<file path="src/design/ssg_pkg.sv">
`timescale 1ns / 1ps
// ----------------------------------------------------------------------------
// ssg_pkg: shared types and constants for the sorted store span block
// Widths, chain length and the link carried between neighboring cells.
// ----------------------------------------------------------------------------
package ssg_pkg;

  localparam int NUM_CELLS  = 256;
  localparam int VALUE_W    = 32;
  localparam int COUNT_W    = $clog2(NUM_CELLS + 1);
  localparam int GROUP_SIZE = 16;
  localparam int NUM_GROUPS = NUM_CELLS / GROUP_SIZE;

  // what one cell shows its right-hand neighbor
  typedef struct packed {
    logic               present;
    logic               gt;
    logic [VALUE_W-1:0] val;
  } link_t;

endpackage

</file>
<file path="src/design/ssg_cell.sv">
`timescale 1ns / 1ps
// ----------------------------------------------------------------------------
// ssg_cell: one slot of the sorted insertion chain
// Holds one value, shifts right when a smaller value is inserted to its left,
// and forms the local gap candidate when the new value lands here.
// ----------------------------------------------------------------------------
module ssg_cell (
  input  logic                               clk,
  input  logic                               load,
  input  logic signed [ssg_pkg::VALUE_W-1:0] new_val,
  input  logic                               occupied,
  input  logic                               tail,
  input  ssg_pkg::link_t                     left,
  output ssg_pkg::link_t                     link,
  output logic [ssg_pkg::VALUE_W-1:0]        gap
);

  logic [ssg_pkg::VALUE_W-1:0] val;
  logic                        gt;
  logic                        ins;
  logic [ssg_pkg::VALUE_W-1:0] d_left;
  logic [ssg_pkg::VALUE_W-1:0] d_right;
  logic [ssg_pkg::VALUE_W-1:0] cand;

  always_comb begin
    gt      = occupied && ($signed(val) > new_val);
    // first slot above the new value, or the first free slot
    ins     = !left.gt && (gt || tail);
    d_left  = left.present ? (ssg_pkg::VALUE_W'(new_val) - left.val) : '1;
    d_right = gt ? (val - ssg_pkg::VALUE_W'(new_val)) : '1;
    cand    = (d_left < d_right) ? d_left : d_right;
    link    = '{present: occupied, gt: gt, val: val};
  end

  always_ff @(posedge clk) begin
    if (load) begin
      if (left.gt) begin
        val <= left.val;
      end else if (ins) begin
        val <= ssg_pkg::VALUE_W'(new_val);
      end
    end
    gap <= (load && ins) ? cand : '1;
  end

endmodule

</file>
<file path="config.mk">
export PLATFORM = sky130hd
export DESIGN_NAME = ssg_cell
export DESIGN_NICKNAME = d
export VERILOG_FILES = /design/src/design/ssg_pkg.sv /design/src/design/ssg_cell.sv
export SDC_FILE = /design/constraint.sdc
export NUM_CORES = 1
export LEC_CHECK = 0
export ABC_AREA = 0
export BUFFER_PORTS_ARGS = -buffer_cell sky130_fd_sc_hd__buf_2
export CORE_MARGIN = 5
export CORE_UTILIZATION = 30
export DETAILED_ROUTE_END_ITERATION = 8
export GPL_TIMING_DRIVEN = 0
export PLACE_DENSITY_LB_ADDON = 0.2
export SLEW_MARGIN = 15
export SYNTH_ARGS = -nofsm -noshare
export SYNTH_HDL_FRONTEND = slang
export SYNTH_SLANG_ARGS = --single-unit
</file>
<file path="constraint.sdc">
create_clock -name clk -period 6 [get_ports clk]
set_input_delay 0.6 -clock clk [delete_from_list [all_inputs] [get_ports clk]]
set_output_delay 0.6 -clock clk [all_outputs]
set_load 0.1 [all_outputs]
</file>
# ---- After elaboration in Yosys (flattened, before gate mapping)
# Index checks and enable logic that the tools add are counted.
# W data, S select, Z words.
dict set report classes {
  shift 0
  div 0
  muxes 5
  n_reduce_logical 7
  add_sub_neg 2
  mul 0
  n_eq_ne 0
  magnitude_cmp 2
  bitwise_logic 0
}
# op count
set ops {}
lappend ops {{$mux W32} 5}
lappend ops {{$sub A32 B32 Y32} 2}
lappend ops {{$gt A32 B32 Y1} 1}
lappend ops {{$lt A32 B32 Y1} 1}
lappend ops {{$logic_and A1 B1 Y1} 3}
lappend ops {{$reduce_and A2 Y1} 1}
lappend ops {{$reduce_bool A2 Y1} 1}
lappend ops {{$logic_not A1 Y1} 1}
lappend ops {{$logic_or A1 B1 Y1} 1}
dict set report totals {
  ramBits 0
  word_cells 18
  latchBits 0
  n_memories 0
  rom_bits 0
  input_bits 70
  output_inout_bits 66
  ff_bits 64
}

# ---- Logic depth before layout (Yosys ltp)
# Gate-level depths: netlist of run 1.
dict set report depth {
  depth_word 6
  depth_mapped 26
  depth_no_buf 22
}

# ---- Least setup slack after synthesis of run 1
# Ideal clock, no wire load.
dict set report synth_timing {
  path_type {reg-to-reg}
  startpoint {register val[0] (netlist name)}
  endpoint {register gap[27] (netlist name)}
  arrival_ns 5.325
  synth_period_minus_slack_ns 5.440
  t_required_ns 5.885
  setup_slack_ns 0.560
  setup_ns 0.115
  stages_incl_launch_ff 27
  n_path_buf 4
  path_cell_list {edfxtp_1 > inv_1 > ha_1 > fa_1 > nor2b_1 > o21ai_1 > a21o_1 > a211oi_1 > o2111ai_1 > nand2_1 > nand2_1 > buf_2 > buf_2 > buf_1 > nor2_1 > ha_1 > a21o_1 > a21o_1 > a21oi_1 > o21ai_1 > a21o_1 > a21o_1 > a221o_1 > a31oi_4 > buf_4 > nand2_1 > o2bb2a_4}
}
dict set report synth_via {
  elab_chain_len 5
  word_cells_on_any_way 9
  cone_classes {add/sub: 1; order compare: 2; mux: 2; reduce/logical: 4}
}
# element line_no
set synth_rtl {}
lappend synth_rtl {{start, declared} ssg_cell.sv:18} ;# logic [ssg_pkg::VALUE_W-1:0] val;
lappend synth_rtl {{start signal, assigned} ssg_cell.sv:38} ;# val <= left.val;
lappend synth_rtl {{start signal, assigned} ssg_cell.sv:40} ;# val <= ssg_pkg::VALUE_W'(new_val);
lappend synth_rtl {{$gt A32 B32 Y1} ssg_cell.sv:26} ;# gt = occupied && ($signed(val) > new_val);
lappend synth_rtl {{$logic_and A1 B1 Y1} ssg_cell.sv:26}
lappend synth_rtl {{$mux W32 / $logic_or A1 B1 Y1 (equally long branches)} {ssg_cell.sv:30, ssg_cell.sv:28}}
lappend synth_rtl {{$lt A32 B32 Y1 / $logic_and A1 B1 Y1 (equally long branches)} {ssg_cell.sv:31, ssg_cell.sv:28}}
lappend synth_rtl {{$mux W32 / $logic_and A1 B1 Y1 (equally long branches)} {ssg_cell.sv:31, ssg_cell.sv:43}}
lappend synth_rtl {{end signal, assigned} ssg_cell.sv:43} ;# gap <= (load && ins) ? cand : '1;
lappend synth_rtl {{end, declared} ssg_cell.sv:15} ;# output logic [ssg_pkg::VALUE_W-1:0] gap
# Parallel ways exist; a longest one is shown, timed or not.
# A chain may end at the register's enable or synchronous reset.

# ---- Worst setup path in the final report of run 1
dict set report layout_timing {
  startpoint {register val[0] (netlist name)}
  endpoint {register gap[4] (netlist name)}
}
# The elaborated chain is that of the path after synthesis.

==> results.json, run 1 <==
{
  "cts_root_buffer": "clkbuf_16",
  "drtPass1Iterations": 4,
  "yosys.area_share.simple_pct": 20.7,
  "cts_buffers": 9,
  "tightest_slew_ns": 0.955,
  "io_buffers": 135,
  "synth-edff-count": 32,
  "core_area_mm2": 0.0234,
  "diodes": 0,
  "ant_nets": 0,
  "syn_inst": 921,
  "area_delta_synth_final_pct": 19.6,
  "gp_congestion": 0.884,
  "synth-compound-area-share_pct": 25.2,
  "drive_gt1_share_pct": 18.0,
  "rows": 56,
  "yosys-mux-area-fraction_pct": 1.13,
  "async_reset_ff_share_pct": 0,
  "tritoncts": "done",
  "vias": 6903,
  "fin_crit_sh_pct": 94.6,
  "ys_seq_elements": 64,
  "clock-sinks": 64,
  "chipHeight_um": 164,
  "io_pins": 136,
  "post-route-util_pct": 36.3,
  "critPathMaxFanout": 10,
  "die_w_um": 164,
  "dp.cells": 1376,
  "swShare_pct": 45.1,
  "power_mw": 2.19,
  "antenna_found_initial": 0,
  "htree_levels": 3,
  "arrival_ns": 5.87,
  "grt_overflow": 0,
  "crit_path_end_kind": "flip-flop",
  "crit_path_start_kind": "flip-flop",
  "drcViolationCount": 0,
  "synth_adder_area_share_pct": 17.1,
  "min_period_ns": 5.67,
  "status": "complete, no violations",
  "max-cap-violations": 0,
  "grt_pass1_wl_mm": 36.7,
  "hold_class": "in2reg",
  "ys_types": 71,
  "slew_headroom_pct": 35.7,
  "clk_latency_ns": 0.35,
  "combPwrFrac_pct": 52.4,
  "initial_core_util_pct": 30.4,
  "p_sw_mw": 0.988,
  "clkPwrFrac_pct": 24.5,
  "clock_skew_ns": 0.00954,
  "mostFrequentLayoutCell": "buf_2",
  "hold_violations": 0,
  "wirelength_mm": 23.8,
  "n_fill_cell": 2554,
  "synth_top_family_by_area": "compound AO/OA/AOI/OAI gates",
  "die-area_mm2": 0.0269,
  "fin_cells": 1392,
  "via_per_inst": 4.96,
  "leakage_nw": 4.04,
  "crit_required_ns": 6.19,
  "ys.flop_type": "edfxtp_1",
  "finalSetupViolCount": 0,
  "yosysWarnings": 0,
  "crit_type": "reg2reg",
  "maxSlewViolCount": 0,
  "hpwl_mm": 19.7,
  "grt_start_max_net_pins": 18,
  "drtIter0Drc": 318,
  "seqPwrFrac_pct": 23.2,
  "p_int_mw": 1.20,
  "nNetsFinal": 1234,
  "avgSynthCellArea_um2": 7.72,
  "syn_nets": 1087,
  "synth_seq_area_share_pct": 22.5,
  "cts.path.max_buffers": 2,
  "final_cell_mix": "buf_2 (144), nand2_1 (111), ha_1 (94), inv_1 (84), o21ai_0 (74)",
  "synth_xor_area_share_pct": 6.29,
  "fmax_mhz": 176,
  "syn_area_mm2": 0.00711,
  "ir_worst_vdd_v": 0.000140,
  "power_density_mw_per_mm2": 258,
  "clkTransAtPathRegs_ns": 0.06,
  "wire_per_inst_um": 17.1,
  "rsz0062_at_grt": "false",
  "grt_use_total_pct": 17.5,
  "grt_pass1_vias": 6734
}
[worst max-delay path, cell delays in order (launching register included)]
cell,delay [ns]
edfxtp_1,0.34
inv_1,0.05
ha_1,0.21
fa_1,0.40
nor2b_1,0.16
o21ai_1,0.10
a21o_1,0.23
a211oi_1,0.41
o2111ai_1,0.19
nand2_1,0.10
nand2_1,0.09
buf_2,0.22
buf_2,0.23
clkbuf_2,0.24
nor2_1,0.15
ha_1,0.25
a21o_1,0.16
a21o_1,0.16
a21oi_1,0.15
o21ai_1,0.09
a21o_1,0.18
a21o_1,0.18
a221o_1,0.35
a31oi_4,0.28
buf_2,0.29
nor2b_1,0.16
o21ai_0,0.15
[sequential cells by signal (all words and copies together) (netlist names)]
register,cells
gap,32
val,32
[power groups by stage]
stage	Combinational, mW	Sequential [mW]	Clock (mW)
finish	1.15	0.508	0.536
global route	1.25	0.511	0.568
CTS	1.14	0.509	0.548
detailed placement	1.14	0.518	0
global placement	1.14	0.517	0
floorplan	0.657	0.732	0
[final cells by class]
type                            instances  area [µm²]  area share (%)
Timing Repair Buffer                  136         703            8.27
Clock buffer                           12         246            2.90
Clock inverter                          4        43.8           0.515
Inverter                               85         319            3.75
Buffer                                 38         185            2.18
Multi-Input combinational cell        734        5000            58.9
Tap cell                              319         399            4.69
Sequential cell                        64        1600            18.8
[cell usage after synthesis (5+ instances only)]
cell type | count | share of area [%]
xnor2_1 | 25 | 3.1
mux2i_1 | 8 | 1.1
o21ai_1 | 23 | 1.6
inv_1 | 84 | 4.4
nand2b_1 | 12 | 1.1
clkbuf_1 | 19 | 1.0
nand3_1 | 7 | 0.49
buf_4 | 5 | 0.53
a21oi_1 | 59 | 4.2
o31a_1 | 5 | 0.62
a21o_1 | 37 | 3.9
ha_1 | 94 | 17
and3_1 | 9 | 0.79
o21ai_0 | 74 | 5.2
nor2b_1 | 34 | 3.0
xor2_1 | 26 | 3.2
o21bai_1 | 6 | 0.63
a21oi_2 | 5 | 0.62
o21a_1 | 9 | 0.95
dfxtp_1 | 32 | 9.0
nand2_1 | 111 | 5.9
nor3_1 | 28 | 2.0
o211ai_1 | 7 | 0.74
buf_2 | 9 | 0.63
nand4_1 | 15 | 1.3
edfxtp_1 | 32 | 14
nor2_1 | 63 | 3.3
[per-layer routing]
| layer | global-route usage (%) | wire length [µm] | vias up |
|---|---|---|---|
| met3 | 2.99 | 994 | 15 |
| li1 | - | - | 3559 |
| met2 | 28.5 | 10900 | 148 |
| met1 | 24.5 | 11700 | 3181 |
| met4 | 3.51 | 225 | 0 |
| met5 | 0 | 0 | - |
[worst paths after layout]
path                          from                 to  slack (ns)  cells past startpoint
setup / recovery  val[0]$_DFFE_PP_  gap[4]$_SDFF_PN1_        0.33                     26
hold / removal            left[20]  val[20]$_DFFE_PP_        0.54                      3
hold reg to reg   val[2]$_DFFE_PP_  gap[2]$_SDFF_PN1_        0.90                      5
setup reg to reg  val[0]$_DFFE_PP_  gap[4]$_SDFF_PN1_        0.33                     26
[through the flow]
step / hold WS [ns] / worst slack [ns] / area [µm²] / setup TNS, ns
detailed placement: 0.886 / -0.105 / 8210 / -1.78
CTS: 0.528 / 0.199 / 8500 / 0
floorplan: 0.787 / 0.560 / 7110 / 0
global placement: 0.892 / -0.134 / 8180 / -2.78
global route: 0.545 / 0.0135 / 8500 / 0
finish: 0.536 / 0.326 / 8500 / 0
[cells by family after synthesis]
family | count (synthesis)
mux | 8
buf+inv | 123
xor+xnor | 51
compound gates | 275
simple gates | 304
flops | 64
fa+ha+maj | 96
[timing repair]
item,in CTS,in global routing
gates resized for setup,0,2
setup endpoints to repair,0,32
buffers inserted,0,0
hold buffers,0,0
Power figures use the tool's default switching activity.
==> run 2: changes to the inputs <==
--- a/config.mk
+++ b/config.mk
@@ -12,6 +12,7 @@
 export DETAILED_ROUTE_END_ITERATION = 8
 export GPL_TIMING_DRIVEN = 0
 export PLACE_DENSITY_LB_ADDON = 0.2
+export REMOVE_ABC_BUFFERS = 1
 export SLEW_MARGIN = 15
 export SYNTH_ARGS = -nofsm -noshare
 export SYNTH_HDL_FRONTEND = slang
==> results.json, run 2 (synthesis gave the netlist of run 1 again) <==
{
  "hold_class": "in2reg",
  "grt_pass1_wl_mm": 34.4,
  "power_density_mw_per_mm2": 258,
  "ctsResizeCount": 0,
  "final_cell_mix": "buf_2 (134), nand2_1 (110), ha_1 (94), inv_1 (84), o21ai_0 (74)",
  "fin_crit_sh_pct": 95.7,
  "critical-path-top-delay-family": "compound AO/OA/AOI/OAI gates",
  "finalSetupViolCount": 0,
  "grt_overflow": 0,
  "wire_per_inst_um": 16.0,
  "regArea_mm2": 0.00160,
  "n_fill_cell": 2541,
  "hold_violations": 0,
  "nNetsFinal": 1200,
  "drcViolationCount": 0,
  "setup_slack_ns": 0.259,
  "maxSlewViolCount": 0,
  "clkTransAtPathRegs_ns": 0.06,
  "clock-sinks": 64,
  "status": "complete, no violations",
  "hpwl_mm": 18.0,
  "crit_type": "in2reg",
  "max-cap-violations": 0,
  "pre_cts_slack_ns": -0.0674,
  "rows": 56,
  "cts_root_buffer": "clkbuf_16",
  "critical-path-max-stage-delay_ns": 0.57,
  "startpoint": "new_val[0]",
  "drive_gt1_share_pct": 17.3,
  "grt_start_max_net_pins": 67,
  "grt_use_total_pct": 16.2,
  "dp.cells": 1342,
  "r2r-start": "val[0]$_DFFE_PP_",
  "clk_latency_ns": 0.35,
  "biggestRegsByFlops": "gap (32), val (32)",
  "die_w_um": 164,
  "core_area_mm2": 0.0234,
  "postCtsHoldBufs": 0,
  "hold_slack_ns": 0.541,
  "crit_path_end_kind": "flip-flop",
  "leakage_nw": 3.98,
  "tritoncts": "done",
  "slew_headroom_pct": 37.2,
  "die-area_mm2": 0.0269,
  "crit_chain": "buf_2, inv_1, ha_1, fa_1, and2b_1, o2111ai_1, and3_1, o21ai_0, a211oi_2, o21ai_1, mux2i_1, a221oi_1, ha_1, nor2b_1, o21ai_0, nand2b_1, a21oi_1, o21ai_0, a221o_1, a31oi_4, buf_8, buf_16, nand2_1, o2bb2a_4",
  "io_pins": 136,
  "rsz0062_at_grt": "false",
  "multi_input_area_mm2": 0.00501,
  "cp_num_buf_inv": 4,
  "mostFrequentLayoutCell": "buf_2",
  "final_cell_area_mm2": 0.00841,
  "ir_worst_vdd_v": 0.0000940,
  "grt_pass1_vias": 6494,
  "vias": 6683,
  "drtPass1Iterations": 5,
  "gp_congestion": 0.840,
  "critPathMaxFanout": 25,
  "io_buffers": 135,
  "chipHeight_um": 164,
  "via_per_inst": 4.92,
  "crit_path_start_kind": "input port",
  "dpl-instance-area_mm2": 0.00811,
  "fmax_mhz": 174,
  "htree_levels": 3,
  "fin_cells": 1358,
  "wirelength_mm": 21.8,
  "cpMostUsedCell": "o21ai_0",
  "post_cts_buffers": 0,
  "arrival_ns": 5.98,
  "drtIter0Drc": 337,
  "clock_skew_ns": 0.00989,
  "cts_buffers": 9,
  "cts.path.max_buffers": 2,
  "ant_nets": 0,
  "antenna_found_initial": 0,
  "crit_required_ns": 6.24,
  "min_from": "left[19]",
  "tightest_slew_ns": 0.934,
  "diodes": 0,
  "initial_core_util_pct": 30.4,
  "area_delta_synth_final_pct": 18.4,
  "min_period_ns": 5.74,
  "slowest_stage": "o21ai_0"
}
==> run 2: cell count changes in the layout (fill, tap and decap cells not counted), moves of 2 or more <==
cell	change
buf_2	-10
buf_4	-4
buf_8	+2
clkbuf_1	-19
clkbuf_2	-4
==> run 2: tightest hold or removal path, stage by stage <==
cell	delay (ns)
buf_2	0.08
nand2_1	0.04
o21ai_0	0.06
==> run 2: power breakdown <==
part,switching [mW],leakage (nW),internal [mW],total (mW)
logic,0.745,3.26,0.386,1.13
clock network,0.207,0.148,0.327,0.534
registers,0.0124,0.573,0.495,0.507
total,0.964,3.98,1.21,2.17
==> run 2: layout make-up <==
type                            instances  share of cell area, %
Clock buffer                           14                   3.39
Clock inverter                          2                  0.119
Inverter                               85                   3.79
Multi-Input combinational cell        734                   59.6
Sequential cell                        64                   19.0
Tap cell                              319                   4.74
Timing Repair Buffer                  140                   9.31
==> run 2: metal layers <==
metal / wire [µm] / vias to the layer above / GRT usage, %
met5: 0 / - / 0
met4: 414 / 0 / 5.18
met3: 1060 / 18 / 3.06
met2: 9700 / 127 / 25.5
met1: 10600 / 3049 / 22.3
li1: - / 3489 / -
==> run 2: final timing paths <==
path                         to  slack, ns  depth (start not counted)
max          gap[27]$_SDFF_PN1_       0.26                         24
min           val[19]$_DFFE_PP_       0.54                          3
max reg2reg  gap[27]$_SDFF_PN1_       0.50                         25
min reg2reg   gap[2]$_SDFF_PN1_       0.92                          5
==> run 2: stage by stage <==
step | total power, mW | utilization [%] | setup TNS (ns)
CTS | 2.19 | 35.9 | 0
detailed placement | 1.65 | 34.7 | -0.321
floorplan | 1.36 | - | -9.93
global route | 2.32 | 35.9 | 0
global placement | 1.61 | 34.2 | -44.96
finish | 2.17 | 35.9 | 0
